**config.mk**
```make
export PLATFORM = sky130hd
export DESIGN_NAME = srts_ctrl
export DESIGN_NICKNAME = d
export VERILOG_FILES = /design/src/rtl/core/srts_pkg.sv /design/src/rtl/core/srts_ctrl.sv
export SDC_FILE = /design/constraint.sdc
export NUM_CORES = 1
export LEC_CHECK = 0
export BUFFER_PORTS_ARGS = -buffer_cell sky130_fd_sc_hd__buf_2
export CAP_MARGIN = 0
export CELL_PAD_IN_SITES_DETAIL_PLACEMENT = 1
export CELL_PAD_IN_SITES_GLOBAL_PLACEMENT = 1
export CORE_AREA = 8 8 45 47
export CTS_CLUSTER_DIAMETER = 30
export DETAILED_ROUTE_END_ITERATION = 10
export DIE_AREA = 0 0 53 55
export HOLD_SLACK_MARGIN = 0.08
export PLACE_DENSITY_LB_ADDON = 0.1
export SLEW_MARGIN = 5
export SYNTH_ARGS = -nofsm -noshare
export SYNTH_HDL_FRONTEND = slang
export SYNTH_SLANG_ARGS = --single-unit
```
**constraint.sdc**
```tcl
create_clock -name clk -period 1 [get_ports clk]
set_input_delay 0.1 -clock clk [delete_from_list [all_inputs] [get_ports clk]]
set_output_delay 0.1 -clock clk [all_outputs]
set_load 0.005 [all_outputs]
```
**src/rtl/core/srts_pkg.sv**
```systemverilog
// ----------------------------------------------------------------------------
// srts_pkg: shared types and codes of the shortest remaining time scheduler
// Word formats of both channels, command codes, slot state codes and the
// command and status groups between the controller and the datapath.
// ----------------------------------------------------------------------------
package srts_pkg;

  // Command codes of an input word.
  localparam logic [2:0] K_ADMIT    = 3'd0;
  localparam logic [2:0] K_PICK     = 3'd1;
  localparam logic [2:0] K_RELEASE  = 3'd2;
  localparam logic [2:0] K_WAKE     = 3'd3;
  localparam logic [2:0] K_GIVE_WAY = 3'd4;
  localparam logic [2:0] K_FREE     = 3'd5;

  // Slot state codes.
  localparam logic [2:0] ST_UNUSED   = 3'd0;
  localparam logic [2:0] ST_RUNNABLE = 3'd1;
  localparam logic [2:0] ST_RUNNING  = 3'd2;
  localparam logic [2:0] ST_SLEEPING = 3'd3;
  localparam logic [2:0] ST_FINISHED = 3'd4;

  // State requested by a release.
  localparam logic [1:0] NS_RUNNABLE = 2'd0;
  localparam logic [1:0] NS_SLEEPING = 2'd1;

  typedef struct packed {
    logic [2:0]         kind;
    logic [5:0]         slot;
    logic [30:0]        task_id;
    logic signed [31:0] remaining_in;
    logic [1:0]         next_state;
    logic [31:0]        now_tick;
  } in_item_t;

  typedef struct packed {
    logic               found;
    logic [5:0]         chosen_slot;
    logic [30:0]        chosen_id;
    logic signed [31:0] remaining_out;
  } out_item_t;

  // Commands from the controller to the datapath.
  typedef struct packed {
    logic load;      // capture the input word, restart the scan
    logic rd_slot;   // read the tables at the addressed slot
    logic scan;      // read the tables at the scan index and advance it
    logic calc;      // compute the elapsed ticks of the addressed slot
    logic apply;     // update the addressed slot and issue its result
    logic pick_fin;  // commit the chosen slot and issue its result
  } srts_cmd_t;

  // Status from the datapath to the controller.
  typedef struct packed {
    logic is_pick;
    logic scan_last;
  } srts_status_t;

endpackage

```
**src/rtl/core/srts_ctrl.sv**
```systemverilog
// ----------------------------------------------------------------------------
// srts_ctrl: sequencing controller of the scheduler
// Walks each accepted word through decode, table scan or read, update and
// result, issuing at most one command per cycle to the datapath.
// ----------------------------------------------------------------------------
module srts_ctrl (
  input  logic                  clk,
  input  logic                  rst_n,
  input  logic                  start,
  input  srts_pkg::srts_status_t status,
  output srts_pkg::srts_cmd_t    cmd,
  output logic                  busy
);
  import srts_pkg::*;

  localparam logic [2:0] S_IDLE   = 3'd0;
  localparam logic [2:0] S_DECODE = 3'd1;
  localparam logic [2:0] S_SCAN   = 3'd2;
  localparam logic [2:0] S_DRAIN  = 3'd3;
  localparam logic [2:0] S_PICK   = 3'd4;
  localparam logic [2:0] S_CALC   = 3'd5;
  localparam logic [2:0] S_APPLY  = 3'd6;

  logic [2:0] state_r;
  logic [2:0] state_nxt;

  // Next state and command decode.
  always_comb begin
    state_nxt = state_r;
    cmd       = '0;
    unique case (state_r)
      S_IDLE: begin
        if (start) begin
          cmd.load  = 1'b1;
          state_nxt = S_DECODE;
        end
      end
      S_DECODE: begin
        cmd.rd_slot = 1'b1;
        state_nxt   = status.is_pick ? S_SCAN : S_CALC;
      end
      S_SCAN: begin
        cmd.scan = 1'b1;
        if (status.scan_last) begin
          state_nxt = S_DRAIN;
        end
      end
      S_DRAIN: begin
        state_nxt = S_PICK;
      end
      S_PICK: begin
        cmd.pick_fin = 1'b1;
        state_nxt    = S_IDLE;
      end
      S_CALC: begin
        cmd.calc  = 1'b1;
        state_nxt = S_APPLY;
      end
      S_APPLY: begin
        cmd.apply = 1'b1;
        state_nxt = S_IDLE;
      end
      default: begin
        state_nxt = S_IDLE;
      end
    endcase
  end

  // State register.
  always_ff @(posedge clk) begin
    if (!rst_n) begin
      state_r <= S_IDLE;
    end else begin
      state_r <= state_nxt;
    end
  end

  assign busy = (state_r != S_IDLE);

endmodule

```
==> results of run 1 <==
==> worst paths after layout <==
kind	to	startpoint	cells after the start	slack [ns]
min	state_r[1]$_SDFFE_PN0P_	rst_n	2	0.10
min reg2reg	state_r[0]$_SDFFE_PN0P_	state_r[2]$_SDFFE_PN0P_	2	0.57
max	cmd[5]	state_r[2]$_SDFFE_PN0P_	3	-0.21
max reg2reg	state_r[1]$_SDFFE_PN0P_	state_r[1]$_SDFFE_PN0P_	5	-0.05
==> Yosys cell counts <==
library cell               count
sky130_fd_sc_hd__nand3_1       1
sky130_fd_sc_hd__inv_1         1
sky130_fd_sc_hd__nor2_1        3
sky130_fd_sc_hd__nand2_1       2
sky130_fd_sc_hd__dfxtp_1       3
sky130_fd_sc_hd__o21a_1        1
sky130_fd_sc_hd__nor2b_1       1
sky130_fd_sc_hd__and2_1        1
sky130_fd_sc_hd__nor3b_2       1
sky130_fd_sc_hd__buf_6         1
sky130_fd_sc_hd__and3b_1       1
sky130_fd_sc_hd__buf_4         1
sky130_fd_sc_hd__o21ai_1       1
sky130_fd_sc_hd__a21oi_1       1
sky130_fd_sc_hd__buf_2         1
sky130_fd_sc_hd__nor3b_1       2
sky130_fd_sc_hd__a211oi_1      1
sky130_fd_sc_hd__nor4bb_2      1
sky130_fd_sc_hd__or3_4         1
sky130_fd_sc_hd__nor2_2        1
==> final cells by class <==
| cell class | instances | area (sq um) |
|---|---|---|
| clock buffer | 4 | 26.3 |
| sequential | 3 | 65.1 |
| timing repair buffer | 20 | 150 |
| multi-input combinational | 19 | 171 |
| tap | 16 | 20.0 |
| fill | 167 | 947 |
| inverter | 1 | 3.75 |
==> stage by stage <==
| stage | hold WS (ns) | setup slack, ns | setup TNS, ns | cells | instance area [sq um] |
|---|---|---|---|---|---|
| 6_report | 0.103 | -0.214 | -1.22 | 63 | 437 |
| 5_1_grt | 0.112 | -0.296 | -1.74 | 63 | 437 |
| 4_1_cts | 0.100 | -0.229 | -1.03 | 60 | 369 |
| 3_5_place_dp | 0.327 | 0.00727 | 0 | 53 | 293 |
| 3_3_place_gp | 0.332 | 0.0103 | 0 | 53 | 293 |
| 2_1_floorplan | 0.188 | 0.00906 | 0 | 26 | 219 |
==> cell families (layout without fill, tap and decap cells) <==
logic type      count (synthesis)  after routing
compound gates                  4              4
buf+inv                         4             25
flops                           3              3
simple gates                   15             15
==> per-layer routing <==
| layer | vias to the layer above | share of wire, % |
|---|---|---|
| met1 | 118 | 39 |
| met4 | 0 | 0 |
| met5 | - | 0 |
| li1 | 128 | - |
| met3 | 0 | 8.8 |
| met2 | 8 | 53 |
==> power groups by stage <==
stage	logic (W)	clock network [W]	registers, W
global placement	0.000133	0	0.000143
finish	0.000206	0.000214	0.000140
global route	0.000224	0.000239	0.000141
CTS	0.000160	0.000225	0.000141
detailed placement	0.000134	0	0.000144
floorplan	0.0000932	0	0.000136
==> worst max-delay path: cells and delay by family (launching register included) <==
kind,cells,cell delay [ns]
buffers and inverters,1,0.11
flip-flops,1,0.32
AND/OR/NAND/NOR,2,0.44
==> cell usage in the layout, fill, tap and decap left out, drive strengths merged, types with 2 or more instances in the layout <==
cell type / count
buf: 19
clkbuf: 4
nor2: 4
nor3b: 3
dfxtp: 3
nand2: 2
==> repair_timing <==
item,CTS,global route
pin swaps,2,5
setup endpoints to repair,7,8
endpoints found under the hold margin,1,0
setup buffers,2,3
hold buffers,1,0
resized for setup,8,11
==> parameters.txt, run 1 <==
Parameter                              Value

Pwr
  Leakage power total ... 0.213 nW
  Part of the power in registers ... around 25%
  Clk network pwr share ... a little under two fifths
  Switching part of the total power ... around 28%
  Int Power ... 0.000404 W
  Power per unit of standard cell area ... 1280 mW/mm^2
  Power Total ... about 0.00056 W
  Part of the power in combinational logic ... 36.8%
  Net Sw Power ... 0.000156 W
  Worst voltage drop across the vdd grid ... ~320 uV

Worst setup path
  CP Cell Sequence ... or3_4, nor2_2, buf_2
  Worst setup path class ... flop to primary output
  Nature of the critical path endpoint ... primary output
  Endpoint required time on the critical path ... ~0.90 ns
  Largest incremental delay on the critical path ... ~0.37 ns
  CP max-delay cell ... sky130_fd_sc_hd__or3_4
  CP Launch Type ... flop
  CP arrival ... between 1 and 1.5 ns
  Max FO, Critical Path ... 3

Yosys
  Ranking of synthesized cells by area ... sky130_fd_sc_hd__dfxtp_1 (27%), sky130_fd_sc_hd__nor4bb_2 (7.4%), sky130_fd_sc_hd__nor3b_1 (6.9%)
  Xor/xnor share of the synthesized area ... 0%
  Mean instance size in the synthesized netlist ... 8.42 sq um
  Count of cell types in the netlist ... 20
  Post-synthesis simple-gate area fraction ... between 40% and 50%
  Share of the yosys chip area belonging to registers ... ~27%
  Post-Synth Adder-Cell Area ... 0%
  Yosys synthesis warning count ... 0
  Largest family of logic cells by synthesized area ... simple AND/OR/NAND/NOR gates
  Net count after synthesis ... 31
  Synth Area in Compound Gates ... between 10% and 20%
  Area share of the leading cell type in the synthesized netlist ... a little over a quarter
  Number of cells produced by synthesis ... 26
  Largest area contributor in the netlist ... sky130_fd_sc_hd__dfxtp_1
  #FFs+latches synth ... 3
  Share of synthesized area spent on multiplexers ... 0%
  Netlist area before placement ... about 220 sq um

GRT
  Met2 Use GR ... 8.59%
  Overflow after GRT ... 0
  Pin count of the biggest net entering global routing ... 10
  Number of antenna violations at the first check in global routing ... 0
  Global route hottest layer ... met2
  Global-route wire length before repair ... 1140 um
  Total routing usage reported by global routing ... 5.73%
  Grt met3 use ... under 10%
  Number of global-route vias before repair ... about 260
  Met1 track utilization from global routing ... around 5.3%

STA
  Pins Over Slew Limit ... 0
  Worst max-slew margin expressed relative to the limit ... between 80% and 90%
  Slew of the pin with the lowest slew margin ... 0.207 ns
  Fraction of the cycle the final worst path needs ... 121%
  Count of final hold-check violations ... 0
  Final Worst Setup Slack ... -0.214 ns
  Maximum clock rate ... between 800 and 900 MHz
  Final setup violation count ... 9
  Setup repair after global routing missed its margin ... true
  Final worst clock skew ... between 0.004 and 0.005 ns
  Final critical delay including setup and external delays ... 1.21 ns

Drt
  Final antenna-violating net count ... 0
  Number of DRC markers after the initial detailed-route iteration ... 5
  Number of vias in the routed layout ... between 200 and 300
  Drt wl/cell ... roughly 12 um
  Number of DRC violations after detailed routing ... 0
  Drt first pass iters ... 2
  Total wirelength of the detailed-routed design ... ~740 um
  Via-to-Cell Ratio ... roughly 4.0

Final layout
  Layout overhead on the synthesized area ... 99.4%
  Nets ... 53
  Ratio of cells with drive above 1 in the final layout ... between 70% and 80%
  Max FFs per register ... 3
  Antenna diode count ... 0
  Utilization after layout ... between 30% and 40%
  Register bank with the most flops ... state_r
  Biggest regs ... state_r (3)

Placed design
  HPWL reported at the end of detailed placement ... 519 um
  Routability Congestion ... 0.696
  IO Port Bufs ... 11

Clocking
  Clock transition at the register clock pins on the worst setup and hold paths after CTS ... ~0.040 ns
  Max Root-Sink Buffers ... 2
  TritonCTS clock tree ... yes
  Maximum level of the CTS H-tree ... 1
  Clock Sinks ... 3
  Root Driver ... sky130_fd_sc_hd__clkbuf_4
  Number of buffers inserted during clock tree synthesis ... 3
  Clock insertion delay at the later pin of the skew report ... approximately 0.23 ns

Die
  Floorplan die height ... ~55 um
  Horizontal die dimension ... roughly 53 um
  Area of the die ... slightly below 0.003 sq mm
  Number of placed I/O pins ... 12
  Core Box Area ... 0.00138 sq mm
  Initial cell density of the core ... ~16%
  Standard-cell row count ... 14

Job
  Max-Cap Viols ... 0

Run status
  Status ... complete, but fails checks
  Violations in the final reports ... negative setup slack

Worst hold path
  Min-delay worst type ... input pin to flop
Note: power is estimated with default switching activity, not from simulation.
==> run 2, diff against run 1 <==
Settings changed: BUFFER_PORTS_ARGS -buffer_cell sky130_fd_sc_hd__buf_2 to not set, DONT_BUFFER_PORTS set to 1.
==> parameters.txt, run 2 (synthesis gave the netlist of run 1 again) <==
Parameter                              Value

STA
  Pins Over Slew Limit ... 0 (unchanged)
  Fraction of the cycle the final worst path needs ... 116% (-5.4 points)
  Final critical delay including setup and external delays ... 1.16 ns (-0.0538 ns)
  Count of final hold-check violations ... 0 (unchanged)
  Setup tns final ... -0.465 ns (+0.757 ns)
  Maximum clock rate ... 862 MHz (+4.6%)
  Worst max-slew margin expressed relative to the limit ... 83.1% (-2.9 points)
  Final Worst Setup Slack ... -0.160 ns (+0.0538 ns)
  Slew of the pin with the lowest slew margin ... 0.252 ns (+0.0450 ns)
  Setup repair after global routing missed its margin ... true
  Final worst clock skew ... 0.00530 ns (+0.00126 ns)
  Final setup violation count ... 6 (-3)

Placed design
  Routability Congestion ... 0.664 (-4.7%)
  HPWL reported at the end of detailed placement ... 475 um (-8.5%)
  IO Port Bufs ... 0 (-11)
  Placed cell count ... 43 (-19%)

Die
  Number of placed I/O pins ... 12 (unchanged)
  Standard-cell row count ... 14 (unchanged)
  Initial cell density of the core ... 15.8% (unchanged)
  Core Box Area ... 0.00138 sq mm (unchanged)
  Area of the die ... 0.00292 sq mm (unchanged)
  Floorplan die height ... 55 um (unchanged)
  Horizontal die dimension ... 53 um (unchanged)

Clocking
  Clock transition at the register clock pins on the worst setup and hold paths after CTS ... 0.03 ns (about the same)
  Maximum level of the CTS H-tree ... 1 (unchanged)
  Number of buffers inserted during clock tree synthesis ... 3 (unchanged)
  Clock Sinks ... 3 (unchanged)
  Clock insertion delay at the later pin of the skew report ... 0.23 ns (about the same)
  Max Root-Sink Buffers ... 2 (unchanged)
  Root Driver ... sky130_fd_sc_hd__clkbuf_4
  TritonCTS clock tree ... yes

Worst setup path
  Worst setup path class ... flop to primary output
  FF-to-FF setup slack ... 0.05 ns (+0.10 ns)
  Crit path launch ... state_r[0]$_SDFFE_PN0P_
  Endpoint required time on the critical path ... 0.90 ns (about the same)
  Nature of the critical path endpoint ... primary output
  R2r worst-path depth ... 4 (-1)
  End point of the critical path ... cmd[5]
  CP arrival ... 1.06 ns (-0.05 ns)
  Capture instance of the worst register-to-register path ... state_r[0]$_SDFFE_PN0P_
  CP Launch Type ... flop
  Launch point of the worst reg-to-reg path ... state_r[0]$_SDFFE_PN0P_
  Max FO, Critical Path ... 3 (unchanged)

Drt
  Via-to-Cell Ratio ... 4.22 (+4.7%)
  Number of DRC violations after detailed routing ... 0 (unchanged)
  Number of vias in the routed layout ... 211 (-17%)
  Final antenna-violating net count ... 0 (unchanged)
  Drt first pass iters ... 2 (unchanged)
  Total wirelength of the detailed-routed design ... 640 um (-13%)
  Number of DRC markers after the initial detailed-route iteration ... 1 (-4)
  Drt wl/cell ... 12.8 um (+9.1%)

GRT
  Overflow after GRT ... 0 (unchanged)
  Number of antenna violations at the first check in global routing ... 0 (unchanged)
  Number of global-route vias before repair ... 223 (-13%)
  Total routing usage reported by global routing ... 5.19% (-0.54 points)
  Global-route wire length before repair ... 986 um (-13%)
  Pin count of the biggest net entering global routing ... 9 (-1)

Pwr
  Worst voltage drop across the vdd grid ... 408 uV (+26%)
  Clk network pwr share ... 41.8% (+3.6 points)
  Part of the power in registers ... 28.3% (+3.2 points)
  Switching part of the total power ... 28.4% (+0.52 points)
  Power per unit of standard cell area ... 1430 mW/mm^2 (+12%)
  Int Power ... 0.000366 W (-9.3%)
  Leakage power total ... 0.148 nW (-31%)
  Net Sw Power ... 0.000145 W (-7.0%)
  Part of the power in combinational logic ... 29.9% (-6.9 points)

Job
  Max-Cap Viols ... 0 (unchanged)

Run status
  Violations in the final reports ... negative setup slack
  Status ... complete, but fails checks

Final layout
  Nets ... 40 (-25%)
  Most frequent cells in the layout ... sky130_fd_sc_hd__nor2_4 (3), sky130_fd_sc_hd__clkbuf_4 (3), sky130_fd_sc_hd__buf_6 (3)
  Ratio of cells with drive above 1 in the final layout ... 55.9% (-19 points)
  Register bank with the most flops ... state_r
  Layout overhead on the synthesized area ... 62.9%
  Final standard cell count with taps included and fillers excluded ... 50 (-21%)
  Antenna diode count ... 0 (unchanged)
  Max FFs per register ... 3 (unchanged)
  Fillcell total ... 172 (+3.0%)
  Biggest regs ... state_r (3)

Worst hold path
  Min-delay worst type ... input pin to flop
[run 2: worst min path at each step]
stage          cells after the start  slack [ns]                      end  startpoint
6_report                           2        0.11  state_r[0]$_SDFFE_PN0P_   status[1]
4_1_cts                            2        0.11  state_r[0]$_SDFFE_PN0P_   status[1]
2_1_floorplan                      1        0.19  state_r[2]$_SDFFE_PN0P_   status[1]
3_5_place_dp                       1        0.19  state_r[2]$_SDFFE_PN0P_   status[1]
3_3_place_gp                       1        0.19  state_r[2]$_SDFFE_PN0P_   status[1]
5_1_grt                            2        0.11  state_r[0]$_SDFFE_PN0P_   status[1]
[run 2: cell type report]
| type | instances | area, sq um | area share (%) |
|---|---|---|---|
| Clock buffer | 4 | 26.3 | 7.37 |
| Inverter | 1 | 3.75 | 1.05 |
| Multi-Input combinational cell | 19 | 173 | 48.4 |
| Sequential cell | 3 | 65.1 | 18.2 |
| Tap cell | 16 | 20.0 | 5.61 |
| Timing Repair Buffer | 7 | 68.8 | 19.3 |
[run 2: per-layer routing]
metal | global-route usage, % | up-vias | routed length (um)
met4 | 9.05 | 0 | 26
met1 | 4.55 | 98 | 222
met3 | 1.60 | 2 | 60
met5 | 0 | - | 0
li1 | - | 103 | -
met2 | 7.42 | 8 | 331
[run 2: power groups by stage]
stage	Sequential, W	Combinational, W	Clock [W]
after floorplan	0.000136	0.0000932	0
after global placement	0.000145	0.000107	0
after detailed placement	0.000144	0.000105	0
after CTS	0.000145	0.000137	0.000228
after global routing	0.000147	0.000165	0.000244
final	0.000145	0.000153	0.000214
[run 2: metrics by stage]
stage / instance area (sq um) / setup slack (ns) / power (W) / hold slack, ns / util [%]
final: 357 / -0.160 / 0.000511 / 0.112 / 25.8
after global routing: 357 / -0.200 / 0.000555 / 0.107 / 25.8
after CTS: 324 / -0.188 / 0.000510 / 0.107 / 23.4
after detailed placement: 245 / 0.0221 / 0.000249 / 0.193 / 17.7
after global placement: 245 / 0.0107 / 0.000252 / 0.194 / 17.7
after floorplan: 219 / 0.00906 / 0.000229 / 0.188 / -
[run 2: worst max-delay path, stage by stage, from the launching register on]
cell,delay [ns]
sky130_fd_sc_hd__dfxtp_1,0.32
sky130_fd_sc_hd__or3_4,0.42
sky130_fd_sc_hd__nor2_4,0.09
[run 2: timing repair]
action	in CTS	in global routing
setup endpoints to repair	7	8
gates resized for setup	10	6
endpoints found under the hold margin	3	0
hold buffers	2	0
pin swaps	1	6
setup buffers	0	1
